### config.mk
export PLATFORM = sky130hd
export DESIGN_NAME = cbpg_front_flat
export DESIGN_NICKNAME = d
export VERILOG_FILES = /design/src/design/cbpg_pkg.sv /design/src/design/cbpg_if.sv /design/src/design/cbpg_front.sv /design/src/flat_wrapper.sv
export SDC_FILE = /design/constraint.sdc
export NUM_CORES = 1
export LEC_CHECK = 0
export ABC_CLOCK_PERIOD_IN_PS = 16600
export BUFFER_PORTS_ARGS = -buffer_cell sky130_fd_sc_hd__buf_2
export CORE_AREA = 2 2 149 151
export CTS_CLUSTER_SIZE = 30
export DETAILED_ROUTE_END_ITERATION = 8
export DIE_AREA = 0 0 151 153
export GPL_TIMING_DRIVEN = 0
export PLACE_DENSITY = 0.73
export SYNTH_ARGS = -nofsm -noshare
export SYNTH_HDL_FRONTEND = slang
export SYNTH_SLANG_ARGS = --single-unit
### constraint.sdc
create_clock -name i_clk -period 16.6 [get_ports i_clk]
set_input_delay 1.66 -clock i_clk [delete_from_list [all_inputs] [get_ports i_clk]]
set_output_delay 1.66 -clock i_clk [all_outputs]
set_load 0.005 [all_outputs]
### src/design/cbpg_pkg.sv
// Shared types and constants for the cubic Bezier point generator.
// No dependencies; every other design file imports this package.
`default_nettype none

package cbpg_pkg;

    localparam int COORD_W = 16;
    localparam int Q_FRAC  = 16;
    localparam int W_W     = Q_FRAC + 1;
    localparam int N_CP    = 4;
    localparam int PROD_W  = W_W + 1 + COORD_W;
    localparam int PAIR_W  = PROD_W + 1;
    localparam int ACC_W   = PAIR_W + 1;
    localparam int RND_W   = ACC_W - Q_FRAC;

    localparam logic [W_W-1:0] Q_ONE  = W_W'(1) << Q_FRAC;
    localparam logic signed [ACC_W-1:0] RND_HALF = ACC_W'(1) <<< (Q_FRAC - 1);
    localparam logic signed [COORD_W-1:0] COORD_MAX = {1'b0, {(COORD_W-1){1'b1}}};
    localparam logic signed [COORD_W-1:0] COORD_MIN = {1'b1, {(COORD_W-1){1'b0}}};

    typedef logic signed [COORD_W-1:0] t_coord;

    typedef enum logic [1:0] {
        KIND_MOVE  = 2'd0,
        KIND_CURVE = 2'd1,
        KIND_CLOSE = 2'd2
    } t_kind;

    typedef struct packed {
        t_coord p0_x;
        t_coord p0_y;
        t_coord p1_x;
        t_coord p1_y;
        t_coord p2_x;
        t_coord p2_y;
        t_coord p3_x;
        t_coord p3_y;
    } t_pts;

    typedef struct packed {
        logic valid;
        logic pop;
    } t_q_ctl;

endpackage

`default_nettype wire

### src/design/cbpg_if.sv
// Request channels of the Bezier point generator: control points in, points out.
// Depends on cbpg_pkg.
`default_nettype none

interface cbpg_in_if import cbpg_pkg::*; ();
    logic   valid;
    logic   ready;
    t_coord p0_x;
    t_coord p0_y;
    t_coord p1_x;
    t_coord p1_y;
    t_coord p2_x;
    t_coord p2_y;
    t_coord p3_x;
    t_coord p3_y;

    modport source (output valid, output p0_x, output p0_y, output p1_x, output p1_y,
                    output p2_x, output p2_y, output p3_x, output p3_y, input ready);
    modport sink   (input valid, input p0_x, input p0_y, input p1_x, input p1_y,
                    input p2_x, input p2_y, input p3_x, input p3_y, output ready);
endinterface


`default_nettype wire

### src/design/cbpg_front.sv
// Front end: accepts control-point requests into a two-entry queue.
// Depends on cbpg_pkg and cbpg_in_if.
`default_nettype none

module cbpg_front import cbpg_pkg::*; (
    input  wire logic    i_clk,
    input  wire logic    i_rst_n,
    cbpg_in_if.sink      i_in,
    output t_pts         o_head,
    input  wire t_q_ctl  i_ctl,
    output t_q_ctl       o_ctl
);

    t_pts       r_q [2];
    logic       r_wptr, n_wptr;
    logic       r_rptr, n_rptr;
    logic [1:0] r_cnt,  n_cnt;
    logic       push, pop;

    assign i_in.ready  = (r_cnt != 2'd2);
    assign push        = i_in.valid && i_in.ready;
    assign pop         = i_ctl.pop && (r_cnt != 2'd0);
    assign o_head      = r_q[r_rptr];
    assign o_ctl.valid = (r_cnt != 2'd0);
    assign o_ctl.pop   = pop;

    always_comb begin
        n_wptr = push ? ~r_wptr : r_wptr;
        n_rptr = pop  ? ~r_rptr : r_rptr;
        n_cnt  = r_cnt + 2'(push) - 2'(pop);
    end

    always_ff @(posedge i_clk) begin
        if (!i_rst_n) begin
            r_wptr <= 1'b0;
            r_rptr <= 1'b0;
            r_cnt  <= 2'd0;
        end else begin
            r_wptr <= n_wptr;
            r_rptr <= n_rptr;
            r_cnt  <= n_cnt;
        end
    end

    always_ff @(posedge i_clk) begin
        if (push) begin
            r_q[r_wptr] <= '{p0_x: i_in.p0_x, p0_y: i_in.p0_y,
                             p1_x: i_in.p1_x, p1_y: i_in.p1_y,
                             p2_x: i_in.p2_x, p2_y: i_in.p2_y,
                             p3_x: i_in.p3_x, p3_y: i_in.p3_y};
        end
    end

endmodule

`default_nettype wire

### src/flat_wrapper.sv
// flat-port wrapper written by rule: the top's interface ports become plain ports
module cbpg_front_flat import cbpg_pkg::*;
  (i_clk, i_rst_n, o_head, i_ctl, o_ctl, i_in_valid, i_in_p0_x, i_in_p0_y, i_in_p1_x, i_in_p1_y, i_in_p2_x, i_in_p2_y, i_in_p3_x, i_in_p3_y, i_in_ready);
  cbpg_in_if i_in_i ();
  input  wire logic i_clk;
  input  wire logic i_rst_n;
  output t_pts o_head;
  input  wire t_q_ctl i_ctl;
  output t_q_ctl o_ctl;
  input wire logic [$bits(i_in_i.valid)-1:0] i_in_valid;
  input wire logic [$bits(i_in_i.p0_x)-1:0] i_in_p0_x;
  input wire logic [$bits(i_in_i.p0_y)-1:0] i_in_p0_y;
  input wire logic [$bits(i_in_i.p1_x)-1:0] i_in_p1_x;
  input wire logic [$bits(i_in_i.p1_y)-1:0] i_in_p1_y;
  input wire logic [$bits(i_in_i.p2_x)-1:0] i_in_p2_x;
  input wire logic [$bits(i_in_i.p2_y)-1:0] i_in_p2_y;
  input wire logic [$bits(i_in_i.p3_x)-1:0] i_in_p3_x;
  input wire logic [$bits(i_in_i.p3_y)-1:0] i_in_p3_y;
  output wire logic [$bits(i_in_i.ready)-1:0] i_in_ready;
  assign i_in_i.valid = i_in_valid;
  assign i_in_i.p0_x = i_in_p0_x;
  assign i_in_i.p0_y = i_in_p0_y;
  assign i_in_i.p1_x = i_in_p1_x;
  assign i_in_i.p1_y = i_in_p1_y;
  assign i_in_i.p2_x = i_in_p2_x;
  assign i_in_i.p2_y = i_in_p2_y;
  assign i_in_i.p3_x = i_in_p3_x;
  assign i_in_i.p3_y = i_in_p3_y;
  assign i_in_ready = i_in_i.ready;
  cbpg_front u_core (.i_clk(i_clk), .i_rst_n(i_rst_n), .i_in(i_in_i), .o_head(o_head), .i_ctl(i_ctl), .o_ctl(o_ctl));
endmodule
==> results of run 1 <==
## flip-flops by register name (all words and copies together) (netlist names), named ones only
signal,cells
u_core.r_cnt,2
u_core.r_q,256
u_core.r_rptr,1
u_core.r_wptr,1
## synth_stat cells (all sizes together)
cell | instances | area, µm²
and2 | 3 | 18.8
and3 | 1 | 6.26
buf | 7 | 75.1
clkbuf | 8 | 110
dfxtp | 5 | 100
edfxtp | 256 | 7690
ha | 2 | 25.0
inv | 3 | 11.3
mux2 | 128 | 1440
nand2 | 1 | 3.75
nand2b | 1 | 6.26
nand4b | 1 | 8.76
nor2 | 3 | 11.3
nor2b | 1 | 6.26
nor3 | 1 | 5.00
o21a | 1 | 7.51
o21ai | 1 | 5.00
or2 | 1 | 6.26
xnor2 | 1 | 8.76
xor2 | 1 | 8.76
## how the worst max path moves through the flow
stage | to | cells past startpoint
after floorplan | u_core.r_q[0][0] | 2
after global placement | u_core.r_q[0][30] | 3
after detailed placement | o_ctl[0] | 4
after CTS | o_ctl[0] | 4
after global routing | o_ctl[0] | 4
final | o_ctl[0] | 4
## layer usage
| metal | GRT usage, % | vias to the layer above |
|---|---|---|
| li1 | - | 2280 |
| met1 | 17.9 | 2392 |
| met2 | 26.1 | 192 |
| met3 | 4.93 | 38 |
| met4 | 5.56 | 0 |
| met5 | 0 | - |
## layout make-up
class / instances / area [µm²] / area share (%)
Antenna cell: 2 / 5.00 / 0.0412
Buffer: 15 / 185 / 1.52
Clock buffer: 36 / 709 / 5.84
Clock inverter: 10 / 96.3 / 0.793
Inverter: 3 / 11.3 / 0.0927
Multi-Input combinational cell: 147 / 1580 / 13.0
Sequential cell: 261 / 7790 / 64.1
Tap cell: 280 / 350 / 2.88
Timing Repair Buffer: 267 / 1430 / 11.7
## power by group through the flow
stage	Combinational (mW)	Clock (mW)	Sequential, mW
2_1_floorplan	0.255	0	0.879
6_report	0.441	0.552	0.856
3_3_place_gp	0.421	0	0.890
4_1_cts	0.450	0.564	0.857
5_1_grt	0.482	0.592	0.864
3_5_place_dp	0.446	0	0.871
## cells by family (layout without fill, tap and decap cells)
group                    Yosys count  in the layout  synth area share [%]
AO/OA/AOI/OAI                      2              2                 0.131
XOR/XNOR                           2              2                 0.183
adder cells (fa/ha/maj)            2              2                 0.262
buffers and inverters             18            331                  2.06
flip-flops                       261            261                  81.5
multiplexers                     128            128                  15.1
other                              0              2                     0
AND/OR/NAND/NOR                   13             13                 0.760
## critical path, delay by kind of cell
family	cells	cell delay, ns
buf+inv	3	0.36
compound gates	1	0.14
## stage by stage
stage / instances / hold slack (ns)
4_1_cts: 1019 / 0.532
3_5_place_dp: 973 / 0.521
3_3_place_gp: 968 / 0.468
5_1_grt: 1021 / 0.572
2_1_floorplan: 426 / 0.453
6_report: 1021 / 0.530
==> implementation parameters, run 1 <==
Parameter                              Value

Run status
  Result of the run    complete, no violations

Floorplan
  Die boundary height    153 µm
  Number of top-level pins    around 260
  Core Area    approximately 21000 µm²
  Row count    54
  Width of the chip    ~150 µm
  Area of the die    23100 µm²
  Initial cell density of the core    about 44%

Power and ir drop
  Internal power    ~1.4 mW
  Net switching share of the total power    between 20 and 25%
  Fraction of power consumed by sequential logic    46.3%
  Part of the power in combinational logic    about a quarter
  Leakage component of the power    between 4 and 5 nW
  Clock network fraction of design power    about 30%
  Reported net switching power    between 0.4 and 0.5 mW
  Worst IR Drop VDD    0.116 mV
  Overall Power    1.85 mW
  Total power per unit cell area    approximately 150 nW/µm²

Setup path
  Type of origin of the critical path    input pin
  Worst flop-to-flop path startpoint    u_core.r_cnt[0]
  Peak fanout along the critical path    3
  Arrival @ worst endpoint    approximately 2.2 ns
  Cell seen most often among critical-path stages    sky130_fd_sc_hd__buf_2
  Req. time, crit path    14.94 ns
  Longest individual stage delay on the worst path    between 0.1 and 0.15 ns
  FF-to-FF path depth    5
  Destination of the worst register-to-register timing path    u_core.r_q[0][21]
  Setup crit end kind    primary output
  Critical-path cell with the highest stage delay    sky130_fd_sc_hd__o21a_1
  Worst reg2reg setup slack    around 14 ns
  Worst path cell trace    buf_2 -> o21a_1 -> buf_4 -> buf_2
  Type of the setup path with the least slack    in2out
  Worst setup path startpoint    i_ctl[0]

Detailed routing
  Count of nets left with antenna violations after detail routing    0
  Highest metal layer with signal wires    met4
  Avg Vias per Cell    between 4 and 5
  DRC marker count from the first detailed-route iteration    280
  Total wire length after detailed routing    roughly 18000 µm
  Remaining design rule violation count    0
  Routed length on met3    roughly 1700 µm
  Routed via count    roughly 4.9k
  Average detailed-routed wire length per instance    17.8 µm
  Detailed Routing Iterations Pass 1    4
  Met2 routed WL    ~9000 µm
  Wl on met1    7010 µm

Layout
  Design area    between 10000 and 15000 µm²
  Fill cell total of the finished layout    approximately 1.6k
  Post-route core utilization    56.6%
  Commonest cells after routing, fill and taps aside    sky130_fd_sc_hd__buf_2 (262), sky130_fd_sc_hd__edfxtp_1 (256), sky130_fd_sc_hd__mux2_2 (128), sky130_fd_sc_hd__clkbuf_16 (27), sky130_fd_sc_hd__clkbuf_1 (9)
  Share of cells above drive strength 1    about 60%
  Area growth from synthesis to layout    27.2%
  Commonest non-fill, non-tap cell in the layout    sky130_fd_sc_hd__buf_2
  Net total in the final layout    between 800 and 900

STA
  Max Slew Vio Count    0
  Worst Slack Setup Final    about 13 ns
  Sum of negative setup slack    0 ns
  Transition time at the pin with the least slew margin    about 0.86 ns
  Final critical-path required period    3.82 ns
  Final clock skew    around 0.012 ns
  Number of failing hold endpoints at the final stage    0
  Fmax achieved    between 0.2 and 0.3 GHz
  Setup repair after global routing missed its margin    false
  Part of the cycle the worst path needs    ~23%
  Endpoints failing setup    0
  Slew HR    between 40% and 50%

Clocking
  H-tree Lvls    1
  Clk slew on worst S/H paths    approximately 0.06 ns
  Cts bufs inserted    26
  Hold bufs inserted after CTS    0
  CTS tree    done
  Post-CTS setup buffer count    0
  Number of buffers between clock root and the deepest sink    3
  # clock sinks    about 260
  Skew-Pair Late Insertion Delay    0.52 ns
  Number of cells upsized or downsized after cts    0
  Clock root buffer    sky130_fd_sc_hd__clkbuf_16

Global routing
  Vias in the first global route    5322
  First-pass GRT wire length    ~28000 µm
  Global-route congestion overflow total    0
  GRT Overall Usage    between 10% and 20%
  Initial antenna violation count    3
  Largest net degree at the start of global routing    72

Synth
  Fraction of the yosys area taken by sequential cells    about four fifths
  Syn Nets    around 560
  Number of instances in the synthesized netlist    between 400 and 500
  Number of different library cells in the post-synthesis netlist    21
  Count of state elements after synthesis    approximately 260
  Warnings from Yosys    0
  Average cell area after synthesis    22.4 µm²
  Cell Area, Synth    approximately 9600 µm²

Placement
  Placed Area    11300 µm²
  Port Buffers    approximately 260
  Placement-stage worst setup slack    12.78 ns
  Estimated wirelength of the detail-placed design    12800 µm
  Last weighted congestion value of the routability-driven placer    0.783

Min path
  Count of cells along the worst hold path    2
  Hold/Removal Path Class    reg2reg
  Worst min-delay path startpoint    u_core.r_rptr
  Hold Path Sink    u_core.r_rptr

Run
  Number of maximum-capacitance constraint violations    0
No activity file was read; power rests on OpenSTA's default activity.
==> inputs of run 2 (changes only) <==
ABC_CLOCK_PERIOD_IN_PS = 3540   (was 16600)
clock period = 3.54 ns   (was 16.6 ns; I/O delays follow)
==> implementation parameters, run 2 (same netlist as run 1, synthesis figures left out) <==
Parameter                              Value

Power and ir drop
  Total power per unit cell area    719 nW/µm² (+370%)
  Leakage component of the power    4.61 nW (+1.3%)
  Worst IR Drop VDD    0.518 mV (+350%)

Setup path
  Setup crit end kind    flop
  Worst path cell trace    nand2b_1 -> and2_1 -> nor2b_4 -> buf_16 -> buf_12
  Type of the setup path with the least slack    reg2reg
  Worst flop-to-flop path startpoint    u_core.r_cnt[0]
  Peak fanout along the critical path    36 (+33)
  Critical-path cell with the highest stage delay    sky130_fd_sc_hd__nor2b_4
  Worst setup path startpoint    u_core.r_cnt[0]
  Type of origin of the critical path    flop
  Longest individual stage delay on the worst path    0.60 ns (+0.46 ns)
  Req. time, crit path    3.74 ns (-11.20 ns)
  Arrival @ worst endpoint    2.36 ns (+0.20 ns)

Detailed routing
  Total wire length after detailed routing    18100 µm (-0.39%)
  Avg Vias per Cell    4.78 (-0.41%)
  Average detailed-routed wire length per instance    17.6 µm (-0.88%)
  Detailed Routing Iterations Pass 1    4 (unchanged)
  Count of nets left with antenna violations after detail routing    0 (unchanged)
  Routed via count    4906 (+0.082%)
  DRC marker count from the first detailed-route iteration    165 (-41%)
  Remaining design rule violation count    0 (unchanged)

Run
  Number of maximum-capacitance constraint violations    0 (unchanged)

Run status
  Result of the run    complete, no violations

STA
  Number of failing hold endpoints at the final stage    0 (unchanged)
  Final critical-path required period    between 2 and 2.5 ns
  Worst Slack Setup Final    1.38 ns (-11.40 ns)
  Part of the cycle the worst path needs    around three fifths
  Max Slew Vio Count    0 (unchanged)
  Setup repair after global routing missed its margin    false
  Fmax achieved    approximately 0.46 GHz
  Slew HR    39.6% (-2.8 points)
  Endpoints failing setup    0 (unchanged)
  Final clock skew    0.00579 ns (-0.00621 ns)
  Transition time at the pin with the least slew margin    0.905 ns (+0.0423 ns)

Layout
  Share of cells above drive strength 1    60.2% (-0.30 points)
  Largest register by flop count    u_core.r_q
  Commonest cells after routing, fill and taps aside    sky130_fd_sc_hd__buf_2 (262), sky130_fd_sc_hd__edfxtp_1 (256), sky130_fd_sc_hd__mux2_2 (128), sky130_fd_sc_hd__clkbuf_16 (27)
  Net total in the final layout    864 (+0.93%)
  Registers with the highest flip-flop counts    u_core.r_q x256, u_core.r_cnt x2
  Final Instance Count excl. Fillers    1026 (+0.49%)
  Number of flip-flops under the largest register name    256 (unchanged)
  Antenna diode instance count    0 (-2)
  Commonest non-fill, non-tap cell in the layout    sky130_fd_sc_hd__buf_2
  Area growth from synthesis to layout    28.7%

Placement
  Last weighted congestion value of the routability-driven placer    0.723 (-7.6%)
  Port Buffers    262 (unchanged)
  Estimated wirelength of the detail-placed design    12600 µm (-1.6%)
  Cell count after placement    973 (unchanged)
  Placement-stage worst setup slack    1.37 ns (-11.41 ns)

Global routing
  GRT Overall Usage    15.1% (-0.17 points)
  Vias in the first global route    5297 (-0.47%)
  Largest net degree at the start of global routing    68 (-5.6%)
  Global-route congestion overflow total    0 (unchanged)
  First-pass GRT wire length    27400 µm (-0.55%)
  Initial antenna violation count    1 (-2)

Floorplan
  Row count    54 (unchanged)
  Area of the die    23100 µm² (unchanged)
  Width of the chip    151 µm (unchanged)
  Core Area    21500 µm² (unchanged)
  Initial cell density of the core    44.5% (unchanged)
  Number of top-level pins    264 (unchanged)
  Die boundary height    153 µm (unchanged)

Clocking
  Number of buffers between clock root and the deepest sink    3 (unchanged)
  Clock root buffer    sky130_fd_sc_hd__clkbuf_16
  CTS tree    done
  # clock sinks    261 (unchanged)
  Clk slew on worst S/H paths    0.06 ns (about the same)
  Post-CTS setup buffer count    0 (unchanged)
  H-tree Lvls    1 (unchanged)
  Cts bufs inserted    26 (unchanged)
  Skew-Pair Late Insertion Delay    0.51 ns (about the same)
  Number of cells upsized or downsized after cts    0 (unchanged)

Min path
  Worst min-delay path startpoint    i_in_p2_x[3]
  Hold/Removal Path Class    in2reg
-- run 2: cell types whose count changed in the layout (fill, tap and decap cells not counted), moves of 2 or more --
cell / change
sky130_fd_sc_hd__clkinv_2: -2
sky130_fd_sc_hd__diode_2: -2
sky130_fd_sc_hd__clkbuf_1: -5
sky130_fd_sc_hd__dlygate4sd3_1: +8
sky130_fd_sc_hd__clkinv_1: +2
sky130_fd_sc_hd__bufinv_16: +2
-- run 2: per-layer routing --
layer | up-vias | part of all wire [%] | global-route usage [%]
met5 | - | 0.072 | 0
met4 | 2 | 2.3 | 4.41
met3 | 41 | 9.7 | 5.22
met2 | 184 | 51 | 26.6
met1 | 2395 | 37 | 17.3
li1 | 2284 | - | -
-- run 2: area by class of cell --
class / instances / area, µm²
buffer: 15 / 185
fill: 1650 / 9200
timing repair buffer: 275 / 1510
multi-input combinational: 147 / 1580
clock buffer: 31 / 691
clock inverter: 14 / 170
sequential: 261 / 7790
tap: 280 / 350
inverter: 3 / 11.3
-- run 2: critical path: cells and delay by family (launching register included) --
kind / cells / cell delay (ns)
DFF: 1 / 0.36
buffers and inverters: 2 / 0.48
and+or+nand+nor: 3 / 0.95
-- run 2: report_power, final --
group          switching [mW]  internal (mW)
registers               0.101           3.91
clock network            1.07           1.67
logic                   0.974           1.11
-- run 2: through the flow --
stage / instance area, µm² / power, mW / utilization (%) / hold WS (ns) / setup TNS [ns]
after global placement: 11200 / 6.07 / 52.2 / 0.495 / -40.09
after detailed placement: 11300 / 6.19 / 52.8 / 0.523 / 0
after global routing: 12300 / 9.25 / 57.2 / 0.00414 / 0
after floorplan: 9560 / 5.26 / - / 0.453 / 0
final: 12300 / 8.83 / 57.2 / 0.0268 / 0
after CTS: 12300 / 8.96 / 57.1 / 0.000439 / 0
-- run 2: worst paths after layout --
check | slack [ns] | to | cells after the start
setup / recovery | 1.38 | u_core.r_q[0][96] | 5
hold / removal | 0.03 | u_core.r_q[1][51] | 1
setup reg to reg | 1.38 | u_core.r_q[0][96] | 5
hold reg to reg | 0.54 | flop | 2
-- run 2: repair_timing --
action	CTS	global route
endpoints found under the setup margin	0	0
hold endpoints to repair	8	4
hold buffers	5	3
==> inputs of run 3 (changes only) <==
ABC_CLOCK_PERIOD_IN_PS = 1900   (was 3540)
PLACE_DENSITY = 0.75   (was 0.73)
clock period = 1.9 ns   (was 3.54 ns; I/O delays follow)
==> implementation parameters, run 3 (same netlist as run 1, synthesis figures left out) <==
Parameter                              Value

Placement
  Placement-stage worst setup slack    -0.256 ns (-1.63 ns)
  Port Buffers    262 (unchanged)
  Estimated wirelength of the detail-placed design    12500 µm (-1.0%)
  Last weighted congestion value of the routability-driven placer    0.737 (+1.9%)

Global routing
  First-pass GRT wire length    31600 µm (+15%)
  Global-route congestion overflow total    0 (unchanged)
  GRT Overall Usage    17.6% (+2.6 points)
  Initial antenna violation count    1 (unchanged)
  Vias in the first global route    5952 (+12%)
  Largest net degree at the start of global routing    58 (-15%)

STA
  Setup repair after global routing missed its margin    true
  Transition time at the pin with the least slew margin    0.668 ns (-0.237 ns)
  Slew HR    55.5% (+16 points)
  Part of the cycle the worst path needs    100%
  Final clock skew    0.00788 ns (+0.00209 ns)
  Hold slack final    0.160 ns (+0.133 ns)
  Endpoints failing setup    2 (+2)
  Fmax achieved    0.524 GHz
  Worst Slack Setup Final    -0.00762 ns (-1.39 ns)
  Max Slew Vio Count    0 (unchanged)
  Number of failing hold endpoints at the final stage    0 (unchanged)
  Final critical-path required period    about 1.9 ns

Layout
  Area of the multi-input gates    1680 µm² (+5.9%)
  Seq. cell area    7790 µm² (about the same)
  Share of cells above drive strength 1    52.6% (-7.6 points)
  Fill cell total of the finished layout    1467 (-11%)
  Largest register by flop count    u_core.r_q
  Commonest cells after routing, fill and taps aside    sky130_fd_sc_hd__edfxtp_1 (256), sky130_fd_sc_hd__buf_2 (243), sky130_fd_sc_hd__dlygate4sd3_1 (130), sky130_fd_sc_hd__mux2_2 (110), sky130_fd_sc_hd__clkbuf_16 (29)
  Net total in the final layout    993 (+15%)
  Area growth from synthesis to layout    44.2%
  Number of flip-flops under the largest register name    256 (unchanged)
  Commonest non-fill, non-tap cell in the layout    sky130_fd_sc_hd__edfxtp_1
  Registers with the highest flip-flop counts    u_core.r_q x256, u_core.r_cnt x2

Power and ir drop
  Part of the power in combinational logic    26.9% (+3.3 points)
  Leakage component of the power    5.26 nW (+14%)
  Clock network fraction of design power    29.3% (-1.7 points)
  Net switching share of the total power    25.0% (+0.70 points)
  Worst IR Drop VDD    0.969 mV (+87%)
  Internal power    12.9 mW (+92%)
  Fraction of power consumed by sequential logic    43.8% (-1.6 points)
  Total power per unit cell area    1240 nW/µm² (+73%)
  Reported net switching power    4.28 mW (+100%)

Clocking
  CTS tree    done
  Clock root buffer    sky130_fd_sc_hd__clkbuf_16
  Cts bufs inserted    27 (+3.8%)
  Number of buffers between clock root and the deepest sink    3 (unchanged)
  # clock sinks    261 (unchanged)
  H-tree Lvls    1 (unchanged)
  Clk slew on worst S/H paths    0.06 ns (about the same)
  Skew-Pair Late Insertion Delay    0.51 ns (about the same)

Run
  Number of maximum-capacitance constraint violations    0 (unchanged)

Detailed routing
  Detailed Routing Iterations Pass 1    4 (unchanged)
  Total wire length after detailed routing    21400 µm (+18%)
  Average detailed-routed wire length per instance    18.5 µm (+4.8%)
  DRC marker count from the first detailed-route iteration    200 (+21%)
  Avg Vias per Cell    4.75 (-0.60%)
  Remaining design rule violation count    0 (unchanged)
  Count of nets left with antenna violations after detail routing    0 (unchanged)
  Routed via count    5504 (+12%)

Setup path
  Setup crit end kind    primary output
  Type of the setup path with the least slack    reg2out
  Peak fanout along the critical path    10 (-72%)
  Req. time, crit path    1.71 ns (-2.03 ns)
  Type of origin of the critical path    flop
  Arrival @ worst endpoint    1.72 ns (-0.64 ns)

Run status
  Failing checks    setup timing
  Result of the run    complete, but fails checks

Floorplan
  Die boundary height    153 µm (unchanged)
  Number of top-level pins    264 (unchanged)
  Row count    54 (unchanged)
  Width of the chip    151 µm (unchanged)
  Area of the die    23100 µm² (unchanged)
  Core Area    21500 µm² (unchanged)
  Initial cell density of the core    44.5% (unchanged)

Min path
  Hold/Removal Path Class    in2reg
==> run 3: cell types whose count changed in the layout (fill, tap and decap cells not counted), sizes merged <==
cell / before / now
buf: 274 / 279
and3: 1 / 2
clkinv: 9 / 11
nor2b: 1 / 2
clkbuf: 39 / 40
dlygate4sd3: 8 / 130
diode: 0 / 1
bufinv: 4 / 3
==> run 3: routing by layer <==
layer  track usage (%)  routed length (µm)
met5                 0                   0
met4              5.07                 468
met3              5.22                1720
met2              32.0               11200
met1              20.0                8040
==> run 3: stage by stage <==
| stage | area [µm²] | utilization (%) | cells | TNS, ns | power [mW] |
|---|---|---|---|---|---|
| floorplan | 9570 | - | 426 | -211.75 | 9.82 |
| global route | 13800 | 64.1 | 1158 | -4.24 | 17.9 |
| CTS | 13700 | 63.8 | 1158 | -2.87 | 17.2 |
| finish | 13800 | 64.1 | 1158 | -0.00765 | 17.1 |
| detailed placement | 11400 | 52.9 | 974 | -19.97 | 11.6 |
| global placement | 11200 | 52.3 | 968 | -468.99 | 11.4 |
==> run 3: path summary, 6_finish.rpt <==
check / startpoint / end / slack, ns / cells past startpoint
worst min-delay path: i_ctl[0] / flop / 0.16 / 4
worst min register to register: u_core.r_rptr / flop / 0.53 / 2
worst max register to register: u_core.r_cnt[0] / u_core.r_q[1][15] / 0.09 / 3
worst max-delay path: flop / o_head[83] / -0.008 / 4
==> run 3: critical path, cell delays in order, from the launching register on <==
cell and delay, ns:
sky130_fd_sc_hd__dfxtp_2 0.35, sky130_fd_sc_hd__buf_12 0.17, sky130_fd_sc_hd__clkbuf_16 0.20, sky130_fd_sc_hd__mux2_2 0.33, sky130_fd_sc_hd__buf_2 0.14
==> run 3: power groups by stage <==
| stage | Clock, mW | Combinational, mW | Sequential [mW] |
|---|---|---|---|
| final | 5.03 | 4.61 | 7.51 |
| after global routing | 5.38 | 4.98 | 7.57 |
| after detailed placement | 0 | 3.98 | 7.59 |
| after CTS | 5.15 | 4.52 | 7.49 |
| after floorplan | 0 | 2.24 | 7.58 |
| after global placement | 0 | 3.79 | 7.63 |
==> run 3: repair_timing <==
item	in CTS	in global routing
pin swaps	1	0
endpoints found under the setup margin	284	160
gates resized for setup	29	19
hold endpoints to repair	261	0
gates cloned	2	0
hold buffers	130	0
setup buffers	4	0
==> run 3: final cells by class <==
class,count,area share (%)
clock buffer,33,5.07
multi-input combinational,149,12.2
tap,280,2.54
inverter,3,0.0817
timing repair buffer,401,20.9
clock inverter,15,1.06
buffer,15,1.67
antenna,1,0.0182
sequential,261,56.5
